### src/design/uad_pkg.sv
// ----------------------------------------------------------------------------
// uad_pkg
// Types and constants shared by the number-to-text converter.
// ----------------------------------------------------------------------------
`default_nettype none

package uad_pkg;

    // stream widths
    localparam int S_TDATA_W = 72;  // value, size_mode, alt_form, zero pad
    localparam int S_TUSER_W = 2;   // kind
    localparam int M_TDATA_W = 8;   // char_out

    localparam int VAL_W      = 64;
    localparam int NUM_DIGITS = 22;            // octal of 64 bits is the longest
    localparam int DIG_W      = 4 * NUM_DIGITS;
    localparam int REM_W      = 5;
    localparam int STEP_W     = 5;

    // kind codes
    localparam logic [1:0] KIND_DEC  = 2'd0;
    localparam logic [1:0] KIND_OCT  = 2'd1;
    localparam logic [1:0] KIND_HEXL = 2'd2;
    localparam logic [1:0] KIND_HEXU = 2'd3;

    // length modifier codes (the unused code behaves like SIZE_32)
    localparam logic [1:0] SIZE_32 = 2'd0;
    localparam logic [1:0] SIZE_64 = 2'd1;
    localparam logic [1:0] SIZE_16 = 2'd2;

    // shift-add-3 step counts per width, four bits per step
    localparam logic [STEP_W-1:0] STEPS_16 = 5'd4;
    localparam logic [STEP_W-1:0] STEPS_32 = 5'd8;
    localparam logic [STEP_W-1:0] STEPS_64 = 5'd16;

    // characters
    localparam logic [7:0] ASCII_ZERO = 8'h30;
    localparam logic [7:0] ASCII_NINE = 8'h39;
    localparam logic [7:0] ASCII_LA   = 8'h61;
    localparam logic [7:0] ASCII_LF   = 8'h66;
    localparam logic [7:0] ASCII_UA   = 8'h41;
    localparam logic [7:0] ASCII_UF   = 8'h46;
    localparam logic [7:0] ASCII_LX   = 8'h78;
    localparam logic [7:0] ASCII_UX   = 8'h58;

    // classified word passed from front to back
    typedef struct packed {
        logic [1:0]        kind;
        logic [VAL_W-1:0]  value;   // already cut to the selected length
        logic [STEP_W-1:0] steps;   // decimal conversion steps
        logic              prefix;  // alternate form applies
    } cmd_t;

endpackage

`default_nettype wire

### src/design/uad_front.sv
// ----------------------------------------------------------------------------
// uad_front
// Accepts input words, cuts the value to its length and queues a command.
// ----------------------------------------------------------------------------
`default_nettype none

module uad_front #(
    parameter int QUEUE_DEPTH = 2
) (
    input  wire                             clk,
    input  wire                             rst_n,
    input  wire                             s_tvalid,
    output logic                            s_tready,
    input  wire  [uad_pkg::S_TDATA_W-1:0]   s_tdata,  // value[63:0], size_mode[65:64],
                                                      // alt_form[66], zero pad
    input  wire  [uad_pkg::S_TUSER_W-1:0]   s_tuser,  // kind[1:0]
    output logic                            cmd_valid,
    input  wire                             cmd_ready,
    output uad_pkg::cmd_t                   cmd
);
    import uad_pkg::*;

    localparam int PTR_W = (QUEUE_DEPTH > 1) ? $clog2(QUEUE_DEPTH) : 1;
    localparam int CNT_W = $clog2(QUEUE_DEPTH + 1);

    logic [VAL_W-1:0] in_value;
    logic [1:0]       in_size;
    logic             in_alt;
    logic [1:0]       in_kind;
    cmd_t             cls;

    cmd_t             q_mem [QUEUE_DEPTH];
    logic [PTR_W-1:0] wr_ptr_reg, wr_ptr_next;
    logic [PTR_W-1:0] rd_ptr_reg, rd_ptr_next;
    logic [CNT_W-1:0] cnt_reg, cnt_next;
    logic             push, pop;

    assign in_value = s_tdata[VAL_W-1:0];
    assign in_size  = s_tdata[VAL_W+1:VAL_W];
    assign in_alt   = s_tdata[VAL_W+2];
    assign in_kind  = s_tuser;

    // classify: cut to length, pick decimal step count, decide on prefix
    always_comb
    begin
        cls.kind = in_kind;
        case (in_size)
            SIZE_16:
            begin
                cls.value = {48'd0, in_value[15:0]};
                cls.steps = STEPS_16;
            end
            SIZE_64:
            begin
                cls.value = in_value;
                cls.steps = STEPS_64;
            end
            default:
            begin
                cls.value = {32'd0, in_value[31:0]};
                cls.steps = STEPS_32;
            end
        endcase
        cls.prefix = in_alt && (cls.value != '0) && (in_kind != KIND_DEC);
    end

    // command queue
    assign s_tready  = (cnt_reg != CNT_W'(QUEUE_DEPTH));
    assign cmd_valid = (cnt_reg != '0);
    assign cmd       = q_mem[rd_ptr_reg];
    assign push      = s_tvalid && s_tready;
    assign pop       = cmd_valid && cmd_ready;

    always_comb
    begin
        wr_ptr_next = wr_ptr_reg;
        rd_ptr_next = rd_ptr_reg;
        cnt_next    = cnt_reg;
        if (push)
        begin
            wr_ptr_next = (wr_ptr_reg == PTR_W'(QUEUE_DEPTH - 1)) ? '0 : wr_ptr_reg + 1'b1;
        end
        if (pop)
        begin
            rd_ptr_next = (rd_ptr_reg == PTR_W'(QUEUE_DEPTH - 1)) ? '0 : rd_ptr_reg + 1'b1;
        end
        case ({push, pop})
            2'b10:   cnt_next = cnt_reg + 1'b1;
            2'b01:   cnt_next = cnt_reg - 1'b1;
            default: cnt_next = cnt_reg;
        endcase
    end

    always_ff @(posedge clk or negedge rst_n)
    begin
        if (!rst_n)
        begin
            wr_ptr_reg <= '0;
            rd_ptr_reg <= '0;
            cnt_reg    <= '0;
        end
        else
        begin
            wr_ptr_reg <= wr_ptr_next;
            rd_ptr_reg <= rd_ptr_next;
            cnt_reg    <= cnt_next;
        end
    end

    // queue storage, no reset needed
    always_ff @(posedge clk)
    begin
        if (push)
        begin
            q_mem[wr_ptr_reg] <= cls;
        end
    end

endmodule

`default_nettype wire

### src/design/uad_back.sv
// ----------------------------------------------------------------------------
// uad_back
// Converts one queued command to digits and sends the characters out.
// ----------------------------------------------------------------------------
`default_nettype none

module uad_back (
    input  wire                             clk,
    input  wire                             rst_n,
    input  wire                             cmd_valid,
    output logic                            cmd_ready,
    input  uad_pkg::cmd_t                   cmd,
    output logic                            m_tvalid,
    input  wire                             m_tready,
    output logic [uad_pkg::M_TDATA_W-1:0]   m_tdata,  // char_out[7:0]
    output logic                            m_tlast
);
    import uad_pkg::*;

    localparam logic [2:0] ST_IDLE     = 3'd0;
    localparam logic [2:0] ST_DABBLE   = 3'd1;
    localparam logic [2:0] ST_PFX_ZERO = 3'd2;
    localparam logic [2:0] ST_PFX_X    = 3'd3;
    localparam logic [2:0] ST_DIGITS   = 3'd4;

    logic [2:0]        state_reg,   state_next;
    logic [DIG_W-1:0]  digs_reg,    digs_next;
    logic [VAL_W-1:0]  val_reg,     val_next;
    logic [STEP_W-1:0] steps_reg,   steps_next;
    logic [REM_W-1:0]  rem_reg,     rem_next;
    logic              started_reg, started_next;
    logic [1:0]        kind_reg,    kind_next;
    logic              out_valid_reg, out_valid_next;
    logic [7:0]        out_char_reg,  out_char_next;
    logic              out_last_reg,  out_last_next;

    logic              out_free;
    logic [3:0]        top;
    logic [7:0]        top_char;
    logic [DIG_W-1:0]  dabbled;
    logic [DIG_W-1:0]  oct_digs;
    logic [DIG_W-1:0]  hex_digs;
    logic [VAL_W+1:0]  oct_val;

    assign out_free = !out_valid_reg || m_tready;
    assign top      = digs_reg[DIG_W-1 -: 4];

    // digit to character
    always_comb
    begin
        if (top < 4'd10)
        begin
            top_char = ASCII_ZERO + {4'd0, top};
        end
        else if (kind_reg == KIND_HEXU)
        begin
            top_char = ASCII_UA + {4'd0, top} - 8'd10;
        end
        else
        begin
            top_char = ASCII_LA + {4'd0, top} - 8'd10;
        end
    end

    // four shift-add-3 steps of binary to BCD
    always_comb
    begin
        dabbled = digs_reg;
        for (int b = 0; b < 4; b++)
        begin
            for (int d = 0; d < NUM_DIGITS; d++)
            begin
                if (dabbled[4*d +: 4] >= 4'd5)
                begin
                    dabbled[4*d +: 4] = dabbled[4*d +: 4] + 4'd3;
                end
            end
            dabbled = {dabbled[DIG_W-2:0], val_reg[VAL_W-1-b]};
        end
    end

    // octal and hex digits straight from the bits
    assign oct_val = {2'b00, cmd.value};

    always_comb
    begin
        oct_digs = '0;
        hex_digs = '0;
        for (int d = 0; d < NUM_DIGITS; d++)
        begin
            oct_digs[4*d +: 4] = {1'b0, oct_val[3*d +: 3]};
        end
        for (int d = 0; d < VAL_W / 4; d++)
        begin
            hex_digs[4*d +: 4] = cmd.value[4*d +: 4];
        end
    end

    // sequencer
    always_comb
    begin
        state_next     = state_reg;
        digs_next      = digs_reg;
        val_next       = val_reg;
        steps_next     = steps_reg;
        rem_next       = rem_reg;
        started_next   = started_reg;
        kind_next      = kind_reg;
        out_valid_next = m_tready ? 1'b0 : out_valid_reg;
        out_char_next  = out_char_reg;
        out_last_next  = out_last_reg;
        cmd_ready      = 1'b0;

        case (state_reg)
            ST_IDLE:
            begin
                cmd_ready = 1'b1;
                if (cmd_valid)
                begin
                    kind_next    = cmd.kind;
                    steps_next   = cmd.steps;
                    rem_next     = REM_W'(NUM_DIGITS);
                    started_next = 1'b0;
                    case (cmd.kind)
                        KIND_DEC:
                        begin
                            digs_next  = '0;
                            state_next = ST_DABBLE;
                            // left-align the kept bits for the shift-in
                            if (cmd.steps == STEPS_16)
                            begin
                                val_next = {cmd.value[15:0], 48'd0};
                            end
                            else if (cmd.steps == STEPS_32)
                            begin
                                val_next = {cmd.value[31:0], 32'd0};
                            end
                            else
                            begin
                                val_next = cmd.value;
                            end
                        end
                        KIND_OCT:
                        begin
                            digs_next  = oct_digs;
                            state_next = cmd.prefix ? ST_PFX_ZERO : ST_DIGITS;
                        end
                        default:
                        begin
                            digs_next  = hex_digs;
                            state_next = cmd.prefix ? ST_PFX_ZERO : ST_DIGITS;
                        end
                    endcase
                end
            end

            ST_DABBLE:
            begin
                digs_next  = dabbled;
                val_next   = {val_reg[VAL_W-5:0], 4'd0};
                steps_next = steps_reg - 1'b1;
                if (steps_reg == STEPS_64 - (STEPS_64 - 5'd1))
                begin
                    state_next = ST_DIGITS;
                end
            end

            ST_PFX_ZERO:
            begin
                if (out_free)
                begin
                    out_valid_next = 1'b1;
                    out_char_next  = ASCII_ZERO;
                    out_last_next  = 1'b0;
                    state_next     = (kind_reg == KIND_OCT) ? ST_DIGITS : ST_PFX_X;
                end
            end

            ST_PFX_X:
            begin
                if (out_free)
                begin
                    out_valid_next = 1'b1;
                    out_char_next  = (kind_reg == KIND_HEXU) ? ASCII_UX : ASCII_LX;
                    out_last_next  = 1'b0;
                    state_next     = ST_DIGITS;
                end
            end

            ST_DIGITS:
            begin
                if (!started_reg && (top == 4'd0) && (rem_reg > REM_W'(1)))
                begin
                    // drop leading zeros, four at a time where possible
                    if ((digs_reg[DIG_W-1 -: 16] == '0) && (rem_reg > REM_W'(4)))
                    begin
                        digs_next = {digs_reg[DIG_W-17:0], 16'd0};
                        rem_next  = rem_reg - REM_W'(4);
                    end
                    else
                    begin
                        digs_next = {digs_reg[DIG_W-5:0], 4'd0};
                        rem_next  = rem_reg - 1'b1;
                    end
                end
                else if (out_free)
                begin
                    out_valid_next = 1'b1;
                    out_char_next  = top_char;
                    out_last_next  = (rem_reg == REM_W'(1));
                    digs_next      = {digs_reg[DIG_W-5:0], 4'd0};
                    rem_next       = rem_reg - 1'b1;
                    started_next   = 1'b1;
                    if (rem_reg == REM_W'(1))
                    begin
                        state_next = ST_IDLE;
                    end
                end
            end

            default:
            begin
                state_next = ST_IDLE;
            end
        endcase
    end

    // control registers
    always_ff @(posedge clk or negedge rst_n)
    begin
        if (!rst_n)
        begin
            state_reg     <= ST_IDLE;
            out_valid_reg <= 1'b0;
        end
        else
        begin
            state_reg     <= state_next;
            out_valid_reg <= out_valid_next;
        end
    end

    // working and output payload registers
    always_ff @(posedge clk)
    begin
        digs_reg     <= digs_next;
        val_reg      <= val_next;
        steps_reg    <= steps_next;
        rem_reg      <= rem_next;
        started_reg  <= started_next;
        kind_reg     <= kind_next;
        out_char_reg <= out_char_next;
        out_last_reg <= out_last_next;
    end

    assign m_tvalid = out_valid_reg;
    assign m_tdata  = out_char_reg;
    assign m_tlast  = out_last_reg;

endmodule

`default_nettype wire

### src/design/unsigned_to_ascii_digits.sv
// Flow: an input word is queued; the digit sequencer then takes it, runs the binary-to-BCD
// steps for decimal of 16, 32 or 64 bits, skips leading zeros and sends the characters
// through the output register.
// The digit sequencer takes a new command only after the last character of the one
// before it; the queue can accept further input words meanwhile.
// Reset: rst_n asynchronous, active low; clears the queue and output valid.
// ----------------------------------------------------------------------------
// unsigned_to_ascii_digits
// Prints an unsigned value in decimal, octal or hex, one character per word.
// ----------------------------------------------------------------------------
`default_nettype none

module unsigned_to_ascii_digits #(
    parameter int QUEUE_DEPTH = 2
) (
    input  wire                             clk,
    input  wire                             rst_n,
    input  wire                             s_tvalid,
    output logic                            s_tready,
    input  wire  [uad_pkg::S_TDATA_W-1:0]   s_tdata,  // value[63:0], size_mode[65:64],
                                                      // alt_form[66], zero pad
    input  wire  [uad_pkg::S_TUSER_W-1:0]   s_tuser,  // kind[1:0]
    output logic                            m_tvalid,
    input  wire                             m_tready,
    output logic [uad_pkg::M_TDATA_W-1:0]   m_tdata,  // char_out[7:0]
    output logic                            m_tlast   // last
);
    import uad_pkg::*;

    logic cmd_valid;
    logic cmd_ready;
    cmd_t cmd;

    // classify and queue
    uad_front #(
        .QUEUE_DEPTH (QUEUE_DEPTH)
    ) u_front (
        .clk       (clk),
        .rst_n     (rst_n),
        .s_tvalid  (s_tvalid),
        .s_tready  (s_tready),
        .s_tdata   (s_tdata),
        .s_tuser   (s_tuser),
        .cmd_valid (cmd_valid),
        .cmd_ready (cmd_ready),
        .cmd       (cmd)
    );

    // convert and emit
    uad_back u_back (
        .clk       (clk),
        .rst_n     (rst_n),
        .cmd_valid (cmd_valid),
        .cmd_ready (cmd_ready),
        .cmd       (cmd),
        .m_tvalid  (m_tvalid),
        .m_tready  (m_tready),
        .m_tdata   (m_tdata),
        .m_tlast   (m_tlast)
    );

endmodule

`default_nettype wire

### config.mk
export PLATFORM = sky130hd
export DESIGN_NAME = unsigned_to_ascii_digits
export DESIGN_NICKNAME = d
export VERILOG_FILES = /design/src/design/uad_pkg.sv /design/src/design/uad_front.sv /design/src/design/uad_back.sv /design/src/design/unsigned_to_ascii_digits.sv
export SDC_FILE = /design/constraint.sdc
export NUM_CORES = 1
export LEC_CHECK = 0
export ABC_AREA = 1
export BUFFER_PORTS_ARGS = -buffer_cell sky130_fd_sc_hd__buf_2
export CORE_ASPECT_RATIO = 0.8
export CORE_MARGIN = 10
export CORE_UTILIZATION = 54
export DETAILED_ROUTE_END_ITERATION = 7
export PLACE_DENSITY = 0.82
export SLEW_MARGIN = 15
export SYNTH_ARGS = -nofsm -noshare
export SYNTH_HDL_FRONTEND = slang
export SYNTH_SLANG_ARGS = --single-unit
### constraint.sdc
create_clock -name clk -period 10.75 [get_ports clk]
set_input_delay 1.6125 -clock clk [delete_from_list [all_inputs] [get_ports clk]]
set_output_delay 1.6125 -clock clk [all_outputs]
set_load 0.01 [all_outputs]
==> impl_metrics.ini <==
[setup_path]
path_delay_family = buffers and inverters
crit_type = reg2reg
max_stage_delay_ns = 0.73
path_max_fanout = 72
path_cells = buf_4 -> inv_1 -> buf_4 -> or2_1 -> o21ai_0 -> inv_1 -> nor3_2 -> buf_4 -> inv_1 -> nand2_1 -> inv_2 -> nand2_1 -> o21ai_0
cp.required_ns = 11.03
end_kind = register
critPathLaunchType = register
cp_slowest_cell = nand2_1
cp_num_buf_inv = 7
critical_path_arrival_ns = 4.47

[sta]
hold_viol = 0
tightest_slew_ns = 1.31
tns_ns = 0
fmax_ghz = 0.239
slew_violations = 0
skew_ns = 0.0450
worst_slack_ns = 6.56
fin_hold_ws_ns = 0.519
relSlewSlack_pct = 11.7
period_needed_ns = 4.19
fin_crit_sh_pct = 39.0
rsz0062_at_grt = no
setup_viol = 0

[grt]
antenna_found_initial = 1
grtUsageTotal_pct = 23.0
gr-total-overflow = 0
first_global_vias = 19662
grt_pass1_wl_um = 102000
grt_max_degree = 87

[clock_tree]
post-cts-setup-buffer-count = 0
cts_resized = 0
clock-root-buffer = clkbuf_16
cts_sinks = 321
clockBufferDepth = 3
cts_tree = done
postCtsHoldBufs = 0
h-tree-depth = 1
cts-buffers-inserted = 31
clkLatencyLatePin_ns = 0.62
clkTransAtPathRegs_ns = 0.07

[synthesis]
avgSynthCellArea_um2 = 7.77
syn_area_um2 = 24500
synth_edf_count = 313
synth_fp_nets = 3352
synth_seq_area_share_pct = 39.1
ys_ff_latch = 321
yosysUniqueCellTypes = 59
ys_async_sr_fraction_pct = 2.49
syn_inst = 3159
synth_warnings = 0
ys.flop_type = edfxtp_1

[placed_design]
gp_congestion = 0.998
dp_slack_ns = 6.29
place_area_um2 = 25600
io_buffers = 82
place_hpwl_um = 48700

[route]
avgViaCountPerCell = 5.74
wl_per_cell_um = 17.1
via_count = 21998
first_pass_iters = 7
routed_wl_um = 65400
drtIter0Drc = 2612
antenna_left = 0
drc = 0

[layout]
n_antenna_cell = 0
fillers = 3866
multiInputGateArea_um2 = 12900
drive_gt1_share_pct = 14.2
layout_commonest_cell = nand2_1
largest_reg_flops = 140
most-common-layout-cells = nand2_1, inv_1, edfxtp_1
fin_area_um2 = 26500
layout.nets = 3399
syn_to_final_growth_pct = 8.13
seq_area_um2 = 9600

[floorplanning]
die_h_um = 211
core_um2 = 44600
start_util_pct = 55.0
rows = 69
io_pins = 89
die_w_um = 258
die-area_um2 = 54400

[worst_hold_path]
hold_path.class = reg2reg

[outcome]
status = finished, final reports clean

[flow_run]
maxCapViolCount = 0
## kinds of logic (layout without fill, tap and decap cells)
family	after synthesis	after routing	share of synthesized area, %
and+or+nand+nor	1600	1600	31.7
other	1	1	0.0153
muxes	20	20	0.815
AOI/OAI and AO/OA	512	512	12.4
adders and majority gates	115	115	5.86
xor gates and xnor gates	28	28	1.32
buffers and inverters	562	634	8.74
DFF	321	321	39.1
## worst paths after layout
kind | startpoint | to | slack (ns) | cells after the start
worst max register to register | u_front.rd_ptr_reg | u_back.val_reg[15] | 6.56 | 13
max in group asynchronous | rst_n | u_front.rd_ptr_reg | 9.74 | 1
worst min register to register | u_back.val_reg[43] | u_back.val_reg[47] | 0.52 | 2
min in group asynchronous | rst_n | u_front.cnt_reg[0] | 0.83 | 1
worst min-delay path | u_back.val_reg[43] | u_back.val_reg[47] | 0.52 | 2
worst max-delay path | u_front.rd_ptr_reg | u_back.val_reg[15] | 6.56 | 13
## through the flow
step	util, %	instances
floorplan	-	3159
global placement	57.3	3776
detailed placement	57.3	3776
CTS	59.5	3834
global route	59.5	3834
finish	59.5	3834
## final cells by class
| type | count | share of cell area, % |
|---|---|---|
| timing repair buffer | 103 | 2.14 |
| clock inverter | 20 | 0.655 |
| clock buffer | 38 | 3.02 |
| sequential | 321 | 36.2 |
| inverter | 473 | 6.69 |
| multi-input combinational | 2276 | 48.5 |
| tap | 603 | 2.84 |
## metal layers
| metal | routed length (um) | track usage, % | up-vias |
|---|---|---|---|
| li1 | - | - | 10845 |
| met3 | 7010 | 5.28 | 147 |
| met2 | 27600 | 34.6 | 1008 |
| met4 | 2040 | 6.66 | 0 |
| met5 | 0 | 0 | - |
| met1 | 28800 | 32.5 | 9998 |
## cell usage after synthesis (8+ instances only)
master,number,area [um2]
nor4_1,11,68.8
a31oi_1,15,93.8
dfrtp_1,8,200
a32o_1,15,150
mux2i_1,20,200
or2_2,43,269
o21ai_0,193,966
buf_2,8,40.0
a22oi_1,11,82.6
o21ai_2,18,158
o22ai_1,20,125
edfxtp_1,313,9400
o211ai_1,24,180
inv_1,463,1740
nand3_1,254,1270
nand3_2,68,681
ha_1,115,1440
and2_1,26,163
nor2_1,95,357
nand2_4,11,124
xor2_1,14,123
clkbuf_1,69,259
a21oi_1,135,676
nand3b_1,15,113
nand2_1,816,3060
buf_1,8,30.0
o21ai_1,24,120
nand4_1,128,801
o221ai_1,20,175
nand2_2,111,694
inv_2,8,30.0
## worst min-delay path, delay by kind of cell, from the launching register on
family,cells,cell delay [ns]
flip-flops,1,0.33
AND/OR/NAND/NOR,1,0.04
AO/OA/AOI/OAI,1,0.06
Power is not shown: default switching activity piles up to over one toggle a cycle in this logic, so the estimate is an artifact.
